$ cat src/design/bfh_pkg.sv
// ----------------------------------------------------------------------------
// Back/forward history package
// Shared item kind codes and the control and status bundles of a history stack.
// ----------------------------------------------------------------------------
package bfh_pkg;

   typedef logic [1:0] kind_type;

   localparam kind_type KIND_VISIT   = 2'd0;
   localparam kind_type KIND_BACK    = 2'd1;
   localparam kind_type KIND_FORWARD = 2'd2;
   localparam kind_type KIND_CLEAR   = 2'd3;

   typedef struct packed {
      logic push;
      logic pop;
      logic clear;
   } stack_cmd_type;

   typedef struct packed {
      logic nonempty;
      logic nonempty_next;
   } stack_status_type;

endpackage

$ cat src/design/bfh_if.sv
// ----------------------------------------------------------------------------
// Back/forward history channels
// Valid/ready channels for the request items and the response items.
// ----------------------------------------------------------------------------
interface bfh_req_if #(
   parameter int TOKEN_WIDTH = 32
);
   import bfh_pkg::*;

   logic                   valid;
   logic                   ready;
   kind_type               kind;
   logic [TOKEN_WIDTH-1:0] location;

   modport source (output valid, output kind, output location, input ready);
   modport sink   (input valid, input kind, input location, output ready);
endinterface

interface bfh_rsp_if #(
   parameter int TOKEN_WIDTH = 32
);
   logic                   valid;
   logic                   ready;
   logic                   ok;
   logic [TOKEN_WIDTH-1:0] target;
   logic                   can_go_back;
   logic                   can_go_forward;

   modport source (output valid, output ok, output target, output can_go_back,
                   output can_go_forward, input ready);
   modport sink   (input valid, input ok, input target, input can_go_back,
                   input can_go_forward, output ready);
endinterface

$ cat src/design/back_forward_history_stacks.sv
// A request passes through the input register, then the response register.
// Throughput: one item per cycle while the response side is ready, set by
// the single ring pointer update of each stack per cycle.
// Reset clears both fill counts, the pointers and the valid flags; stack
// entries are not cleared, and a pop may load an unwritten entry as second.
// ----------------------------------------------------------------------------
// Back/forward history stacks
// Two bounded stacks of location tokens serving visit, back, forward and
// clear items, one response per item.
// ----------------------------------------------------------------------------
module back_forward_history_stacks #(
   parameter int HISTORY_DEPTH = 16,
   parameter int TOKEN_WIDTH   = 32
) (
   input  logic     clock,
   input  logic     reset,
   bfh_req_if.sink  req,
   bfh_rsp_if.source rsp
);
   import bfh_pkg::*;

   logic                   in_valid_ff;
   kind_type               in_kind_ff;
   logic [TOKEN_WIDTH-1:0] in_location_ff;
   logic                   advance;

   logic                   out_valid_ff;
   logic                   out_ok_ff, out_ok_in;
   logic [TOKEN_WIDTH-1:0] out_target_ff, out_target_in;
   logic                   out_back_ff, out_back_in;
   logic                   out_forward_ff, out_forward_in;

   stack_cmd_type          back_cmd, forward_cmd;
   stack_status_type       back_status, forward_status;
   logic [TOKEN_WIDTH-1:0] back_top, forward_top;

   assign advance   = in_valid_ff && (!out_valid_ff || rsp.ready);
   assign req.ready = !in_valid_ff || advance;

   always_ff @(posedge clock) begin
      if (reset) begin
         in_valid_ff <= 1'b0;
      end else if (req.ready) begin
         in_valid_ff <= req.valid;
      end
   end

   always_ff @(posedge clock) begin
      if (req.valid && req.ready) begin
         in_kind_ff     <= req.kind;
         in_location_ff <= req.location;
      end
   end

   always_comb begin
      back_cmd      = '0;
      forward_cmd   = '0;
      out_ok_in     = 1'b0;
      out_target_in = '0;
      unique case (in_kind_ff)
         KIND_VISIT: begin
            back_cmd.push     = advance;
            forward_cmd.clear = advance;
         end
         KIND_BACK: begin
            if (back_status.nonempty) begin
               back_cmd.pop     = advance;
               forward_cmd.push = advance;
               out_ok_in        = 1'b1;
               out_target_in    = back_top;
            end
         end
         KIND_FORWARD: begin
            if (forward_status.nonempty) begin
               forward_cmd.pop = advance;
               back_cmd.push   = advance;
               out_ok_in       = 1'b1;
               out_target_in   = forward_top;
            end
         end
         KIND_CLEAR: begin
            back_cmd.clear    = advance;
            forward_cmd.clear = advance;
         end
         default: begin
            back_cmd = '0;
         end
      endcase
      out_back_in    = back_status.nonempty_next;
      out_forward_in = forward_status.nonempty_next;
   end

   bfh_stack #(
      .DEPTH (HISTORY_DEPTH),
      .WIDTH (TOKEN_WIDTH)
   ) u_back_stack (
      .clock     (clock),
      .reset     (reset),
      .cmd       (back_cmd),
      .push_data (in_location_ff),
      .top_data  (back_top),
      .status    (back_status)
   );

   bfh_stack #(
      .DEPTH (HISTORY_DEPTH),
      .WIDTH (TOKEN_WIDTH)
   ) u_forward_stack (
      .clock     (clock),
      .reset     (reset),
      .cmd       (forward_cmd),
      .push_data (in_location_ff),
      .top_data  (forward_top),
      .status    (forward_status)
   );

   always_ff @(posedge clock) begin
      if (reset) begin
         out_valid_ff <= 1'b0;
      end else if (advance) begin
         out_valid_ff <= 1'b1;
      end else if (rsp.ready) begin
         out_valid_ff <= 1'b0;
      end
   end

   always_ff @(posedge clock) begin
      if (advance) begin
         out_ok_ff      <= out_ok_in;
         out_target_ff  <= out_target_in;
         out_back_ff    <= out_back_in;
         out_forward_ff <= out_forward_in;
      end
   end

   assign rsp.valid          = out_valid_ff;
   assign rsp.ok             = out_ok_ff;
   assign rsp.target         = out_target_ff;
   assign rsp.can_go_back    = out_back_ff;
   assign rsp.can_go_forward = out_forward_ff;

   // A successful move always leaves the other history nonempty.
   a_ok_leaves_history: assert property (@(posedge clock) disable iff (reset)
      rsp.valid && rsp.ok |-> rsp.can_go_back || rsp.can_go_forward)
      else $error("Successful move reported with both histories empty.");

   a_fail_zero_target: assert property (@(posedge clock) disable iff (reset)
      rsp.valid && !rsp.ok |-> rsp.target == '0)
      else $error("Failed or non-move item reported a nonzero target.");

   a_single_stack_op: assert property (@(posedge clock) disable iff (reset)
      !(back_cmd.push && back_cmd.pop) && !(forward_cmd.push && forward_cmd.pop))
      else $error("A stack was asked to push and pop in the same cycle.");

   a_reset_no_rsp: assert property (@(posedge clock)
      reset |=> !rsp.valid)
      else $error("Response valid right after reset.");

endmodule

$ cat src/design/bfh_stack.sv
// ----------------------------------------------------------------------------
// Bounded history stack
// Ring buffer with a head pointer and a fill count. The top and the entry
// below it are held in registers so that a pop takes its new top from a register.
// ----------------------------------------------------------------------------
module bfh_stack #(
   parameter int DEPTH = 16,
   parameter int WIDTH = 32
) (
   input  logic                      clock,
   input  logic                      reset,
   input  bfh_pkg::stack_cmd_type    cmd,
   input  logic [WIDTH-1:0]          push_data,
   output logic [WIDTH-1:0]          top_data,
   output bfh_pkg::stack_status_type status
);
   import bfh_pkg::*;

   localparam int PTR_W  = (DEPTH > 1) ? $clog2(DEPTH) : 1;
   localparam int FILL_W = $clog2(DEPTH + 1);

   function automatic logic [PTR_W-1:0] ptr_inc(input logic [PTR_W-1:0] p);
      return (p == PTR_W'(DEPTH - 1)) ? '0 : p + 1'b1;
   endfunction

   function automatic logic [PTR_W-1:0] ptr_dec(input logic [PTR_W-1:0] p);
      return (p == '0) ? PTR_W'(DEPTH - 1) : p - 1'b1;
   endfunction

   logic [WIDTH-1:0]  entries_ff [DEPTH];
   logic [PTR_W-1:0]  head_ff, head_in;
   logic [FILL_W-1:0] fill_ff, fill_in;
   logic [WIDTH-1:0]  top_ff, second_ff;
   logic [PTR_W-1:0]  refill_addr;

   // After a pop the new second entry sits three places below the old head.
   assign refill_addr = ptr_dec(ptr_dec(ptr_dec(head_ff)));

   always_comb begin
      head_in = head_ff;
      fill_in = fill_ff;
      if (cmd.push) begin
         head_in = ptr_inc(head_ff);
         if (fill_ff != FILL_W'(DEPTH)) begin
            fill_in = fill_ff + 1'b1;
         end
      end else if (cmd.pop) begin
         head_in = ptr_dec(head_ff);
         fill_in = fill_ff - 1'b1;
      end
      if (cmd.clear) begin
         fill_in = '0;
      end
   end

   always_ff @(posedge clock) begin
      if (reset) begin
         head_ff <= '0;
         fill_ff <= '0;
      end else begin
         head_ff <= head_in;
         fill_ff <= fill_in;
      end
   end

   always_ff @(posedge clock) begin
      if (cmd.push) begin
         entries_ff[head_ff] <= push_data;
         top_ff              <= push_data;
         second_ff           <= top_ff;
      end else if (cmd.pop) begin
         top_ff    <= second_ff;
         second_ff <= entries_ff[refill_addr];
      end
   end

   assign top_data             = top_ff;
   assign status.nonempty      = (fill_ff != '0);
   assign status.nonempty_next = (fill_in != '0);

endmodule
$ cat src/flat_wrapper.sv
// flat-port wrapper written by rule: the top's interface ports become plain ports
module back_forward_history_stacks_flat import bfh_pkg::*;
#(
   parameter int HISTORY_DEPTH = 16,
   parameter int TOKEN_WIDTH   = 32
)
  (clock, reset, req_valid, req_kind, req_location, req_ready, rsp_valid, rsp_ok, rsp_target, rsp_can_go_back, rsp_can_go_forward, rsp_ready);
  bfh_req_if #(.TOKEN_WIDTH(TOKEN_WIDTH)) req_i ();
  bfh_rsp_if #(.TOKEN_WIDTH(TOKEN_WIDTH)) rsp_i ();
  input  logic clock;
  input  logic reset;
  input wire logic [$bits(req_i.valid)-1:0] req_valid;
  input wire logic [$bits(req_i.kind)-1:0] req_kind;
  input wire logic [$bits(req_i.location)-1:0] req_location;
  output wire logic [$bits(req_i.ready)-1:0] req_ready;
  output wire logic [$bits(rsp_i.valid)-1:0] rsp_valid;
  output wire logic [$bits(rsp_i.ok)-1:0] rsp_ok;
  output wire logic [$bits(rsp_i.target)-1:0] rsp_target;
  output wire logic [$bits(rsp_i.can_go_back)-1:0] rsp_can_go_back;
  output wire logic [$bits(rsp_i.can_go_forward)-1:0] rsp_can_go_forward;
  input wire logic [$bits(rsp_i.ready)-1:0] rsp_ready;
  assign req_i.valid = req_valid;
  assign req_i.kind = req_kind;
  assign req_i.location = req_location;
  assign req_ready = req_i.ready;
  assign rsp_valid = rsp_i.valid;
  assign rsp_ok = rsp_i.ok;
  assign rsp_target = rsp_i.target;
  assign rsp_can_go_back = rsp_i.can_go_back;
  assign rsp_can_go_forward = rsp_i.can_go_forward;
  assign rsp_i.ready = rsp_ready;
  back_forward_history_stacks #(.HISTORY_DEPTH(HISTORY_DEPTH), .TOKEN_WIDTH(TOKEN_WIDTH)) u_core (.clock(clock), .reset(reset), .req(req_i), .rsp(rsp_i));
endmodule
$ cat config.mk
export PLATFORM = sky130hd
export DESIGN_NAME = back_forward_history_stacks_flat
export DESIGN_NICKNAME = d
export VERILOG_FILES = /design/src/design/bfh_pkg.sv /design/src/design/bfh_if.sv /design/src/design/back_forward_history_stacks.sv /design/src/design/bfh_stack.sv /design/src/flat_wrapper.sv
export SDC_FILE = /design/constraint.sdc
export NUM_CORES = 1
export LEC_CHECK = 0
export BUFFER_PORTS_ARGS = -buffer_cell sky130_fd_sc_hd__buf_4
export CELL_PAD_IN_SITES_DETAIL_PLACEMENT = 1
export CELL_PAD_IN_SITES_GLOBAL_PLACEMENT = 1
export CORE_MARGIN = 2
export CORE_UTILIZATION = 53
export DETAILED_ROUTE_END_ITERATION = 8
export PLACE_DENSITY_LB_ADDON = 0.1
export RECOVER_POWER = 50
export SLEW_MARGIN = 25
export SYNTH_ARGS = -nofsm -noshare
export SYNTH_HDL_FRONTEND = slang
export SYNTH_SLANG_ARGS = --single-unit
export TNS_END_PERCENT = 50
$ cat constraint.sdc
create_clock -name clock -period 6.05 [get_ports clock]
set_input_delay 0.3025 -clock clock [delete_from_list [all_inputs] [get_ports clock]]
set_output_delay 0.3025 -clock clock [all_outputs]
set_load 0.02 [all_outputs]
Word level (Yosys, flattened, before mapping)
Memories as Yosys holds them, arrays and structs flattened.
Index checks and enable logic that the tools add are counted.
- logic and storage cells: 105
- memories: 2
- memory bits (writable): 1024
- bits in registers: 217
- mux-type cells: 47
- add/sub/neg operators: 12
- equality and inequality tests: 7
- reductions and logical operators: 21
- memories (memory ; words ; bits a word ; rd ports ; clocked after Yosys merged registers in ; wr ports ; RTL line ; text):
    u_core.u_back_stack.entries_ff ; 16 ; 32 ; 1 ; 0 ; 1 ; bfh_stack.sv:30 ; logic [WIDTH-1:0] entries_ff [DEPTH];
    u_core.u_forward_stack.entries_ff ; 16 ; 32 ; 1 ; 0 ; 1 ; bfh_stack.sv:30 ;
- operator list (operator ; count):
    32-bit 2-to-1 mux ; 10
    32-bit case mux with 2 select lines ; 1
    4-bit 2-to-1 mux ; 12
    5-bit 2-to-1 mux ; 8
    4-bit zero test ; 6
    4-bit by 1-bit subtractor with 4-bit output (second input constant) ; 6
    5-bit nonzero test ; 4
    1-bit 2-to-1 mux ; 14
    5-bit by 1-bit adder with 5-bit output (second input constant) ; 2
    5-bit inequality test (second input constant) ; 2
    5-bit by 1-bit subtractor with 5-bit output (second input constant) ; 2
    4-bit by 1-bit adder with 4-bit output (second input constant) ; 2
    4-bit equality test (second input constant) ; 2
    2-bit nonzero test ; 3
    2-bit equality test (second input constant) ; 2
    1-bit case mux with 2 select lines ; 2
    2-bit by 1-bit equality test with 1-bit output (second input constant) ; 1
    1-bit logical AND ; 2
    1-bit zero test ; 2
    2-bit zero test ; 1
    1-bit logical OR ; 2
    2-bit OR reduction ; 1

Depth between registers and ports, before layout
Gate-level depths: netlist (run 1).
- word-level depth: 9
- gate-level depth with buffers: 12

By module
Synthesis (run 1) repeated with hierarchy kept, for this count alone.
- cell total of the unflattened synthesis: 2347
- area total of the unflattened synthesis: 48916.9 µm²
- modules (own cells, without submodules) (module ; cells an instance ; area an instance (µm²) ; times used):
    bfh_stack at u_core.u_back_stack ; 1105 ; 23147.2 ; 1
    bfh_stack at u_core.u_forward_stack ; 1105 ; 23142.2 ; 1
    back_forward_history_stacks ; 137 ; 2627.5 ; 1

Worst setup path before layout (run 1)
No wires, ideal clock.
- path kind: register -> register
- from: reg u_core.u_forward_stack.fill_ff[0]
- to: reg u_core.u_forward_stack.head_ff[0]
- clock period less this slack: 4.645 ns
- path slack: 1.405 ns
- data arrival time: 4.517 ns
- cell stages (with the launch flop): 10
- path buffers: 1
- path through: dfxtp_1 -> inv_1 -> ha_1 -> or4b_1 -> and2_1 -> clkbuf_1 -> nor2_1 -> nor2_1 -> mux2i_1 -> nor2_1
- cells in the longest elaborated chain, start to end: 4
- RTL lines (element ; RTL line ; text):
    from (decl) ; bfh_stack.sv:32 ; logic [FILL_W-1:0] fill_ff, fill_in;
    from (signal assigned) ; bfh_stack.sv:62 ; fill_ff <= fill_in;
    5-bit nonzero test ; bfh_stack.sv:78 ; assign status.nonempty = (fill_ff != '0);
    1-bit 2-to-1 mux ; back_forward_history_stacks.sv:74 ; if (forward_status.nonempty) begin
    1-bit 2-to-1 mux ; back_forward_history_stacks.sv:60 ; unique case (in_kind_ff)
    2-bit nonzero test (no source line) ; -- ;
    to (signal assigned) ; bfh_stack.sv:61 ; head_ff <= head_in;
    to (decl) ; bfh_stack.sv:31 ; logic [PTR_W-1:0] head_ff, head_in;
No other way between the ends.
A chain may end at the register's enable or synchronous reset.

Worst setup path in the final report (run 1)
- from: reg u_core.u_forward_stack.fill_ff[0]
- to: reg u_core.u_back_stack.second_ff[5] (data pin)
- cells in the longest elaborated chain, start to end: 4
- RTL lines (element ; RTL line ; text):
    5-bit nonzero test ; bfh_stack.sv:78 ;
    1-bit 2-to-1 mux ; back_forward_history_stacks.sv:74 ;
    1-bit case mux with 2 select lines ; back_forward_history_stacks.sv:60 ;
    32-bit 2-to-1 mux ; bfh_stack.sv:67 ; if (cmd.push) begin
    to (signal assigned) ; bfh_stack.sv:70 ; second_ff <= top_ff;
    to (signal assigned) ; bfh_stack.sv:73 ; second_ff <= entries_ff[refill_addr];
    to (decl) ; bfh_stack.sv:33 ; logic [WIDTH-1:0] top_ff, second_ff;
No other way between the ends.

==> impl_metrics.yaml, run 1 <==
floorplanning:
  start_util: 0.534
  core_area_um2: 91700
  die_h_um: 308
  die_w_um: 308
  dieArea_um2: 94900
  rows: 111
  ios: 75
yosys:
  ys.flop_type: "edfxtp_1"
  syn_inst: 2585
  syn_area_per_cell_um2: 18.9
  syn_nets: 2651
  synth-edff-count: 1221
  ys_warn_count: 0
  synth_cell_types: 68
  yosysSeqAreaShare: 0.757
  synth.ff_latch_count: 1241
  syn-cell-area_um2: 49000
  async_flop_share: 0
timing:
  drv_slew: 300
  rsz0062_at_grt: "false"
  tightest_slew_ns: 3.01
  period_share: 0.786
  fin_setup_tns_ns: 0
  min_period_ns: 4.76
  hold_viol_final: 0
  setup_viol: 0
  clock-skew-final_ns: 0.0215
  slew_headroom: -1.01
  fmax_mhz: 210
place:
  place_area_um2: 51500
  place_hpwl_um: 75100
  gp_congestion: 0.786
  port_buffers: 74
final_layout:
  mostFrequentLayoutCell: "edfxtp_1"
  layout-drive-gt1-share: 0.214
  mostFrequentLayoutCells: "1221 x edfxtp_1, 262 x nand2_1, 256 x mux4_2, 135 x clkbuf_16, 110 x clkbuf_1"
  area_growth_syn_to_layout_pct: 13.9
  nNetsFinal: 2849
  postLayoutCoreUtil: 0.609
  postLayoutCellArea_um2: 55800
global_routing:
  grt_use_total: 0.284
  grt-ovfl-total: 0
  grt_pass1_vias: 27446
  antenna_found_initial: 3
  grt_pass1_wl_um: 192000
  grt_max_degree: 77
outcome:
  violations: "capacitance limit, slew limit"
  status: "finished, violations left"
routing:
  first_iter_violations: 2745
  viasPerCell: 6.38
  routed_wirelength_um: 131000
  detail-route-antenna-nets: 0
  drc: 0
  drt_first_pass_iters: 5
  wire_per_inst_um: 32.1
  via_count: 25997
setup_path:
  cp-start-kind: "register"
  crit_type: "reg -> reg"
  critical_path.max_fanout: 28
  worstPathArrival_ns: 5.22
  cp.required_ns: 6.52
  crit_path_end_kind: "register"
power:
  p_leak_nw: 17.7
  power_density_nw_per_um2: 322
  ir_drop_mv: 0.372
cts:
  cts_tree: "built"
  clk_latency_ns: 0.75
  cts.sinks: 1241
  htreeDepth: 4
  cts_made_buffers: 131
  clk_pin_slew_ns: 0.06
  cts_resized: 0
  clk_path_buf_depth: 3
  cts-root-buf: "clkbuf_16"
flow_run:
  cap_violations: 9
min_path:
  hp-class: "in -> reg"
flip-flops by register name (all words and copies together) (netlist names):
| signal | count |
|---|---|
| u_core.in_location_ff | 32 |
| u_core.rsp.target | 32 |
| u_core.u_back_stack.second_ff | 32 |
| u_core.u_forward_stack.second_ff | 32 |
| u_core.rsp.ok | 1 |
| u_core.u_forward_stack.entries_ff | 512 |
| u_core.rsp.can_go_forward | 1 |
| u_core.u_forward_stack.head_ff | 4 |
| u_core.u_back_stack.head_ff | 4 |
| u_core.u_back_stack.top_data | 32 |
| u_core.in_kind_ff | 2 |
| u_core.u_back_stack.entries_ff | 512 |
| u_core.u_forward_stack.top_data | 32 |
| u_core.rsp.valid | 1 |
| u_core.in_valid_ff | 1 |
| u_core.rsp.can_go_back | 1 |
| u_core.u_back_stack.fill_ff | 5 |
| u_core.u_forward_stack.fill_ff | 5 |
power by group:
| part | switching [mW] | internal [mW] |
|---|---|---|
| combinational | 0.377 | 0.193 |
| sequential | 0.0678 | 9.51 |
| clock | 3.31 | 4.51 |
through the flow:
| stage | power (mW) | worst slack, ns | std cells | hold slack (ns) |
|---|---|---|---|---|
| CTS | 18.1 | 1.82 | 4056 | 0.222 |
| global placement | 10.3 | 2.07 | 3768 | 0.481 |
| floorplan | 10.0 | 1.41 | 2585 | 0.401 |
| detailed placement | 10.3 | 1.87 | 3779 | 0.482 |
| finish | 18.0 | 1.29 | 4074 | 0.281 |
| global route | 18.4 | 1.12 | 4074 | 0.269 |
cell type report:
cell class / instances / area (µm²)
tap: 1186 / 1480
multi-input combinational: 1179 / 11500
clock buffer: 168 / 3510
clock inverter: 69 / 638
antenna: 1 / 2.50
fill: 7800 / 35900
inverter: 15 / 57.6
sequential: 1241 / 37100
timing repair buffer: 215 / 1500
critical path, cell delays in order (launching register included):
cell      delay [ns]
dfxtp_1         0.38
inv_1           0.11
ha_1            0.17
or4b_1          0.53
a21oi_1         0.78
nor2_4          0.29
clkbuf_1        0.99
nor4_2          0.61
buf_4           0.44
a211oi_1        0.14
metal layers:
| metal | vias to the layer above | share of wire | GRT usage |
|---|---|---|---|
| met4 | 0 | 0.019 | 0.0680 |
| met5 | - | 0 | 0 |
| met3 | 200 | 0.076 | 0.0513 |
| li1 | 10796 | - | - |
| met1 | 13885 | 0.42 | 0.407 |
| met2 | 1116 | 0.49 | 0.458 |
Yosys cell counts (20+ instances only):
cell | count | area share
clkbuf_1 | 94 | 0.0072
edfxtp_1 | 1221 | 0.75
and3_1 | 67 | 0.0086
nor2_1 | 91 | 0.0070
a22oi_1 | 35 | 0.0054
mux4_2 | 256 | 0.12
mux2_2 | 32 | 0.0074
nor2b_1 | 38 | 0.0049
ha_1 | 28 | 0.0072
buf_2 | 36 | 0.0037
mux2i_1 | 34 | 0.0069
nand2_1 | 262 | 0.020
dfxtp_1 | 20 | 0.0082
o21ai_0 | 45 | 0.0046
o21ai_1 | 66 | 0.0067
nand3_1 | 49 | 0.0050
a211oi_1 | 66 | 0.010
cells by family after synthesis:
kind of cell | after synthesis | share of synthesized area
muxes | 322 | 0.132
AOI/OAI and AO/OA | 270 | 0.0361
and+or+nand+nor | 547 | 0.0508
adders and majority gates | 28 | 0.00715
buffers and inverters | 165 | 0.0147
xor gates and xnor gates | 12 | 0.00230
DFF | 1241 | 0.757
path summary, 6_finish.rpt:
check	depth (start not counted)	to	slack, ns	startpoint
setup / recovery	9	u_core.u_back_stack.second_ff[5]	1.29	u_core.u_forward_stack.fill_ff[0]
hold / removal	2	u_core.in_location_ff[9]	0.28	req_location[9]
setup reg to reg	9	u_core.u_back_stack.second_ff[5]	1.29	u_core.u_forward_stack.fill_ff[0]
hold reg to reg	2	u_core.u_forward_stack.top_data[23]	0.52	u_core.u_forward_stack.second_ff[23]
timing repair:
item	4_1_cts	5_1_grt
buffers inserted	0	0
endpoints found under the hold margin	54	0
hold buffers	40	0
(Power assumes the default switching activity.)
==> inputs of run 2 (changes only) <==
- CORE_UTILIZATION: 53 -> 50
- clock period: 6.05 -> 3.9 ns (I/O delays scaled with it)
==> run 2 against run 1 <==
Compared with the run above: the flow still finishes with violations (capacitance limit, slew limit); worst hold slack lost 0.10 ns; maximum frequency grew 29%; sequential power grew 56%; global-route usage shrank 1.8 points; via count grew 0.31%; wire length shrank 0.87%; die area grew 5.9%; utilization shrank 2.4 points; worst setup slack lost 1.1 ns; clock power grew 60%; critical path type unchanged; critical endpoint is now u_core.u_back_stack.entries_ff[12][24]; largest power group unchanged.
==> impl_metrics.yaml, run 2 (synthesized netlist as in run 1, its figures left out) <==
routing:
  detail-route-antenna-nets: 0
  top_layer: "met4"
  wire_per_inst_um: 30.9
  drt_first_pass_iters: 5
  met1_length_um: 56300
  met2RoutedLength_um: 62300
  drc: 0
  first_iter_violations: 2587
  wl_met3_um: 7510
  via_count: 26078
  viasPerCell: 6.21
  routed_wirelength_um: 130000
setup_path:
  r2r_slack_ns: 0.22
  worstPathArrival_ns: 4.10
  max_stage_delay_ns: 1.25
  crit_path_end_kind: "register"
  cp-start-kind: "register"
  cp_cell_sequence: "inv_1, ha_1, or4b_1, a21oi_1, nor2_1, nand2_1, nor2_1, buf_4"
  r2r_start: "u_core.u_forward_stack.fill_ff[0]"
  cp_num_buf_inv: 2
  critical_path.max_fanout: 13
  cp_common_cell: "nor2_1"
  crit_family: "simple AND/OR/NAND/NOR gates"
  cp_slowest_cell: "nor2_1"
  crit_path_start: "u_core.u_forward_stack.fill_ff[0]"
  crit_type: "reg -> reg"
  cp.required_ns: 4.31
global_routing:
  grt_pass1_vias: 27524
  antenna_found_initial: 1
  grt_use_total: 0.265
  grt_max_degree: 132
  grt-ovfl-total: 0
  grt_pass1_wl_um: 190000
min_path:
  min-delay-start: "req_location[21]"
  hp-class: "in -> reg"
floorplanning:
  die_w_um: 317
  core_area_um2: 96900
  die_h_um: 317
  rows: 114
  dieArea_um2: 100000
  ios: 75
  start_util: 0.506
place:
  place_ws_ns: 0.391
  place_hpwl_um: 74800
  port_buffers: 74
  place_area_um2: 52200
  gp_congestion: 0.864
power:
  switching_share: 0.208
  seq_power_share: 0.527
  p_comb_frac: 0.031
  pwr-share-clk: 0.442
  p_switching_mw: 5.86
  power_density_nw_per_um2: 498
  p_int_mw: 22.3
  ir_drop_mv: 0.396
  p_leak_nw: 18.0
cts:
  postCtsHoldBufs: 40
  clk_pin_slew_ns: 0.06
  htreeDepth: 4
  cts-root-buf: "clkbuf_16"
  cts.sinks: 1241
  cts_tree: "built"
  cts_made_buffers: 133
  clk_path_buf_depth: 3
  clk_latency_ns: 0.76
  cts_setup_buffers: 0
  cts_resized: 0
timing:
  rsz0062_at_grt: "false"
  hold_viol_final: 0
  min_period_ns: 3.68
  clock-skew-final_ns: 0.0322
  drv_slew: 359
  fmax_mhz: 271
  tightest_slew_ns: 2.89
  slew_headroom: -0.926
  setup_viol: 0
  period_share: 0.945
  setup_ws_ns: 0.216
flow_run:
  cap_violations: 11
outcome:
  violations: "capacitance limit, slew limit"
  status: "finished, violations left"
final_layout:
  reg_top3: "u_core.u_back_stack.entries_ff (512), u_core.u_forward_stack.entries_ff (512)"
  mostFrequentLayoutCells: "1221 x edfxtp_1, 261 x nand2_1, 256 x mux4_2, 140 x clkbuf_16, 112 x clkbuf_1"
  postLayoutCellArea_um2: 56600
  area_growth_syn_to_layout_pct: 15.5
  mostFrequentLayoutCell: "edfxtp_1"
  layout-drive-gt1-share: 0.225
  nNetsFinal: 2889
[run 2: layout make-up]
type / instances / area (µm²)
Clock inverter: 58 / 573
Clock buffer: 176 / 3700
Timing Repair Buffer: 253 / 2030
Sequential cell: 1241 / 37100
Antenna cell: 1 / 2.50
Tap cell: 1276 / 1600
Multi-Input combinational cell: 1179 / 11500
Fill cell: 8300 / 40300
Inverter: 15 / 56.3
[run 2: layer usage]
| layer | up-vias | global-route usage |
|---|---|---|
| met4 | 0 | 0.0866 |
| met2 | 914 | 0.419 |
| met3 | 211 | 0.0393 |
| met1 | 14065 | 0.384 |
| li1 | 10888 | - |
| met5 | - | 0 |
[run 2: through the flow]
stage / std cells / power, mW / hold WS (ns) / setup TNS [ns] / utilization
2_1_floorplan: 2585 / 15.6 / 0.294 / -39.34 / -
3_3_place_gp: 3899 / 16.0 / 0.373 / 0 / 0.537
3_5_place_dp: 3909 / 16.0 / 0.375 / 0 / 0.539
4_1_cts: 4183 / 28.4 / 0.112 / 0 / 0.587
5_1_grt: 4198 / 28.9 / 0.162 / 0 / 0.584
6_report: 4199 / 28.2 / 0.180 / 0 / 0.584
[run 2: power groups by stage]
stage | clock [mW] | sequential [mW] | combinational [mW]
finish | 12.5 | 14.9 | 0.876
global route | 13.1 | 14.9 | 0.940
CTS | 12.7 | 14.9 | 0.879
detailed placement | 0 | 15.2 | 0.842
global placement | 0 | 15.2 | 0.763
floorplan | 0 | 15.1 | 0.430
[run 2: path summary, 6_finish.rpt]
| check | to | depth (start not counted) |
|---|---|---|
| max | u_core.u_back_stack.entries_ff[12][24] | 8 |
| min | u_core.in_location_ff[21] | 2 |
| max reg2reg | u_core.u_back_stack.entries_ff[12][24] | 8 |
| min reg2reg | u_core.u_forward_stack.top_data[24] | 2 |
[run 2: worst register-to-register path, cell delays in order (launching register included)]
cell and delay [ns]:
dfxtp_1 0.45, inv_1 0.11, ha_1 0.23, or4b_1 0.18, a21oi_1 0.08, nor2_1 0.32
nand2_1 0.27, nor2_1 1.25, buf_4 0.48
==> inputs of run 3 (changes only) <==
- clock period: 3.9 -> 3.2 ns (I/O delays scaled with it)
==> run 3 against run 2 <==
Compared with the run above: the flow still finishes with violations (capacitance limit, slew limit); clock-buffer cell count is 10 lower; global-route usage decreased by 0.87 points; sequential power rose by 21%; combinational power increased by 24%; utilization up 0.25 points; worst setup slack got worse by 0.089 ns; non-clock buffer count up 12; design area grew 0.42%; worst hold slack worse by 0.010 ns; critical path depth unchanged; clock power up 18%; largest power group unchanged; highest routed layer unchanged.
==> impl_metrics.yaml, run 3 (synthesized netlist as in run 1, its figures left out) <==
outcome:
  status: "finished, violations left"
  violations: "capacitance limit, slew limit"
place:
  place_area_um2: 52400
  place_hpwl_um: 71700
  port_buffers: 74
  gp_congestion: 0.798
floorplanning:
  die_w_um: 317
  die_h_um: 317
  core_area_um2: 96900
  start_util: 0.506
  rows: 114
  dieArea_um2: 100000
  ios: 75
setup_path:
  crit_path_start: "u_core.u_forward_stack.fill_ff[0]"
  r2r-end: "u_core.u_back_stack.entries_ff[12][28]"
  critical_path.max_fanout: 17
  cp-start-kind: "register"
  worstPathArrival_ns: 3.48
  crit_type: "reg -> reg"
  r2r_start: "u_core.u_forward_stack.fill_ff[0]"
  r2r_slack_ns: 0.13
  cp.required_ns: 3.61
  reg2reg_depth: 8
  crit_path_end_kind: "register"
routing:
  drt_first_pass_iters: 5
  routed_wirelength_um: 126000
  drc: 0
  viasPerCell: 6.12
  first_iter_violations: 2681
  wire_per_inst_um: 29.8
  detail-route-antenna-nets: 0
  via_count: 25758
global_routing:
  antenna_found_initial: 2
  grt_pass1_vias: 27481
  grt-ovfl-total: 0
  grt_max_degree: 120
  grt_pass1_wl_um: 185000
  grt_use_total: 0.256
timing:
  fmax_mhz: 325
  period_share: 0.960
  tightest_slew_ns: 1.88
  setup_viol: 0
  hold_viol_final: 0
  slew_headroom: -0.253
  drv_slew: 140
  rsz0062_at_grt: "false"
  fin_setup_tns_ns: 0
  min_period_ns: 3.07
  clock-skew-final_ns: 0.0186
final_layout:
  fillerInstances: 8300
  layout-drive-gt1-share: 0.227
  postLayoutCoreUtil: 0.587
  mostFrequentLayoutCell: "edfxtp_1"
  antenna_cells: 0
  nNetsFinal: 2901
  mostFrequentLayoutCells: "1221 x edfxtp_1, 262 x nand2_1, 256 x mux4_2, 137 x clkbuf_16, 104 x clkbuf_1"
  area_growth_syn_to_layout_pct: 16.0
  reg_top3: "u_core.u_back_stack.entries_ff (512), u_core.u_forward_stack.entries_ff (512)"
  postLayoutCellArea_um2: 56800
cts:
  cts.sinks: 1241
  clk_latency_ns: 0.73
  cts-root-buf: "clkbuf_16"
  htreeDepth: 4
  clk_pin_slew_ns: 0.06
  clk_path_buf_depth: 3
  cts_tree: "built"
  cts_made_buffers: 133
flow_run:
  cap_violations: 4
power:
  p_leak_nw: 18.1
  ir_drop_mv: 0.558
  power_density_nw_per_um2: 597
min_path:
  min-delay-start: "req_location[9]"
  min_to: "u_core.in_location_ff[9]"
  hold_depth: 2
  hp-class: "in -> reg"
==> run 3: cell count changes in the layout (fill, tap and decap cells not counted), moves of 4 or more <==
cell,delta
buf_12,+21
clkinv_1,+15
buf_4,-10
clkbuf_4,+9
clkbuf_1,-8
clkbuf_8,-4
clkinv_2,-4
nor2_1,-4
==> run 3: worst max-delay path, stage by stage (launching register included) <==
cell and delay (ns):
dfxtp_1 0.46, inv_1 0.11, ha_1 0.23, or4b_1 0.19
a21oi_1 0.14, nor2_4 0.26, nand2_1 0.31, nor2_4 0.76
buf_12 0.29
==> run 3: metrics by stage <==
| step | worst slack, ns | cells | power [mW] | hold WS, ns |
|---|---|---|---|---|
| after floorplan | -0.255 | 2585 | 19.0 | 0.259 |
| after global placement | 0.234 | 3901 | 19.4 | 0.338 |
| after detailed placement | 0.0763 | 3908 | 19.5 | 0.340 |
| after CTS | 0.0608 | 4182 | 34.2 | 0.0988 |
| after global routing | 0.0142 | 4210 | 34.8 | 0.142 |
| final | 0.127 | 4210 | 33.9 | 0.170 |
==> run 3: cell type report <==
class,instances,area (µm²),share of cell area
clock buffer,166,3560,0.0626
tap,1276,1600,0.0281
timing repair buffer,265,2370,0.0417
multi-input combinational,1179,11600,0.204
inverter,15,57.6,0.00101
clock inverter,68,572,0.0101
sequential,1241,37100,0.652
==> run 3: repair_timing <==
action / in CTS / in global routing
endpoints found under the hold margin: 56 / 0
resized for setup: 0 / 1
endpoints found under the setup margin: 0 / 32
hold buffers: 40 / 0
setup buffers: 0 / 7
==> run 3: worst max path at each step <==
stage / slack [ns] / to
floorplan: -0.26 / u_core.u_forward_stack.entries_ff[14][0]
global placement: 0.23 / u_core.u_back_stack.second_ff[3]
detailed placement: 0.08 / u_core.u_forward_stack.second_ff[10]
CTS: 0.06 / u_core.u_forward_stack.second_ff[10]
global route: 0.01 / u_core.u_back_stack.entries_ff[12][28]
finish: 0.13 / u_core.u_back_stack.entries_ff[12][28]
==> run 3: power by group <==
group	internal [mW]	switching, mW
Combinational	0.395	0.693
Clock	8.64	6.09
Sequential	18.0	0.131
==> run 3: per-layer routing <==
metal  vias to the layer above  wire (µm)  global-route usage
met4                         0       2320              0.0665
met5                         -          0                   0
met3                       176       6990              0.0419
li1                      10927          -                   -
met1                     13871      53600               0.361
met2                       784      62600               0.421
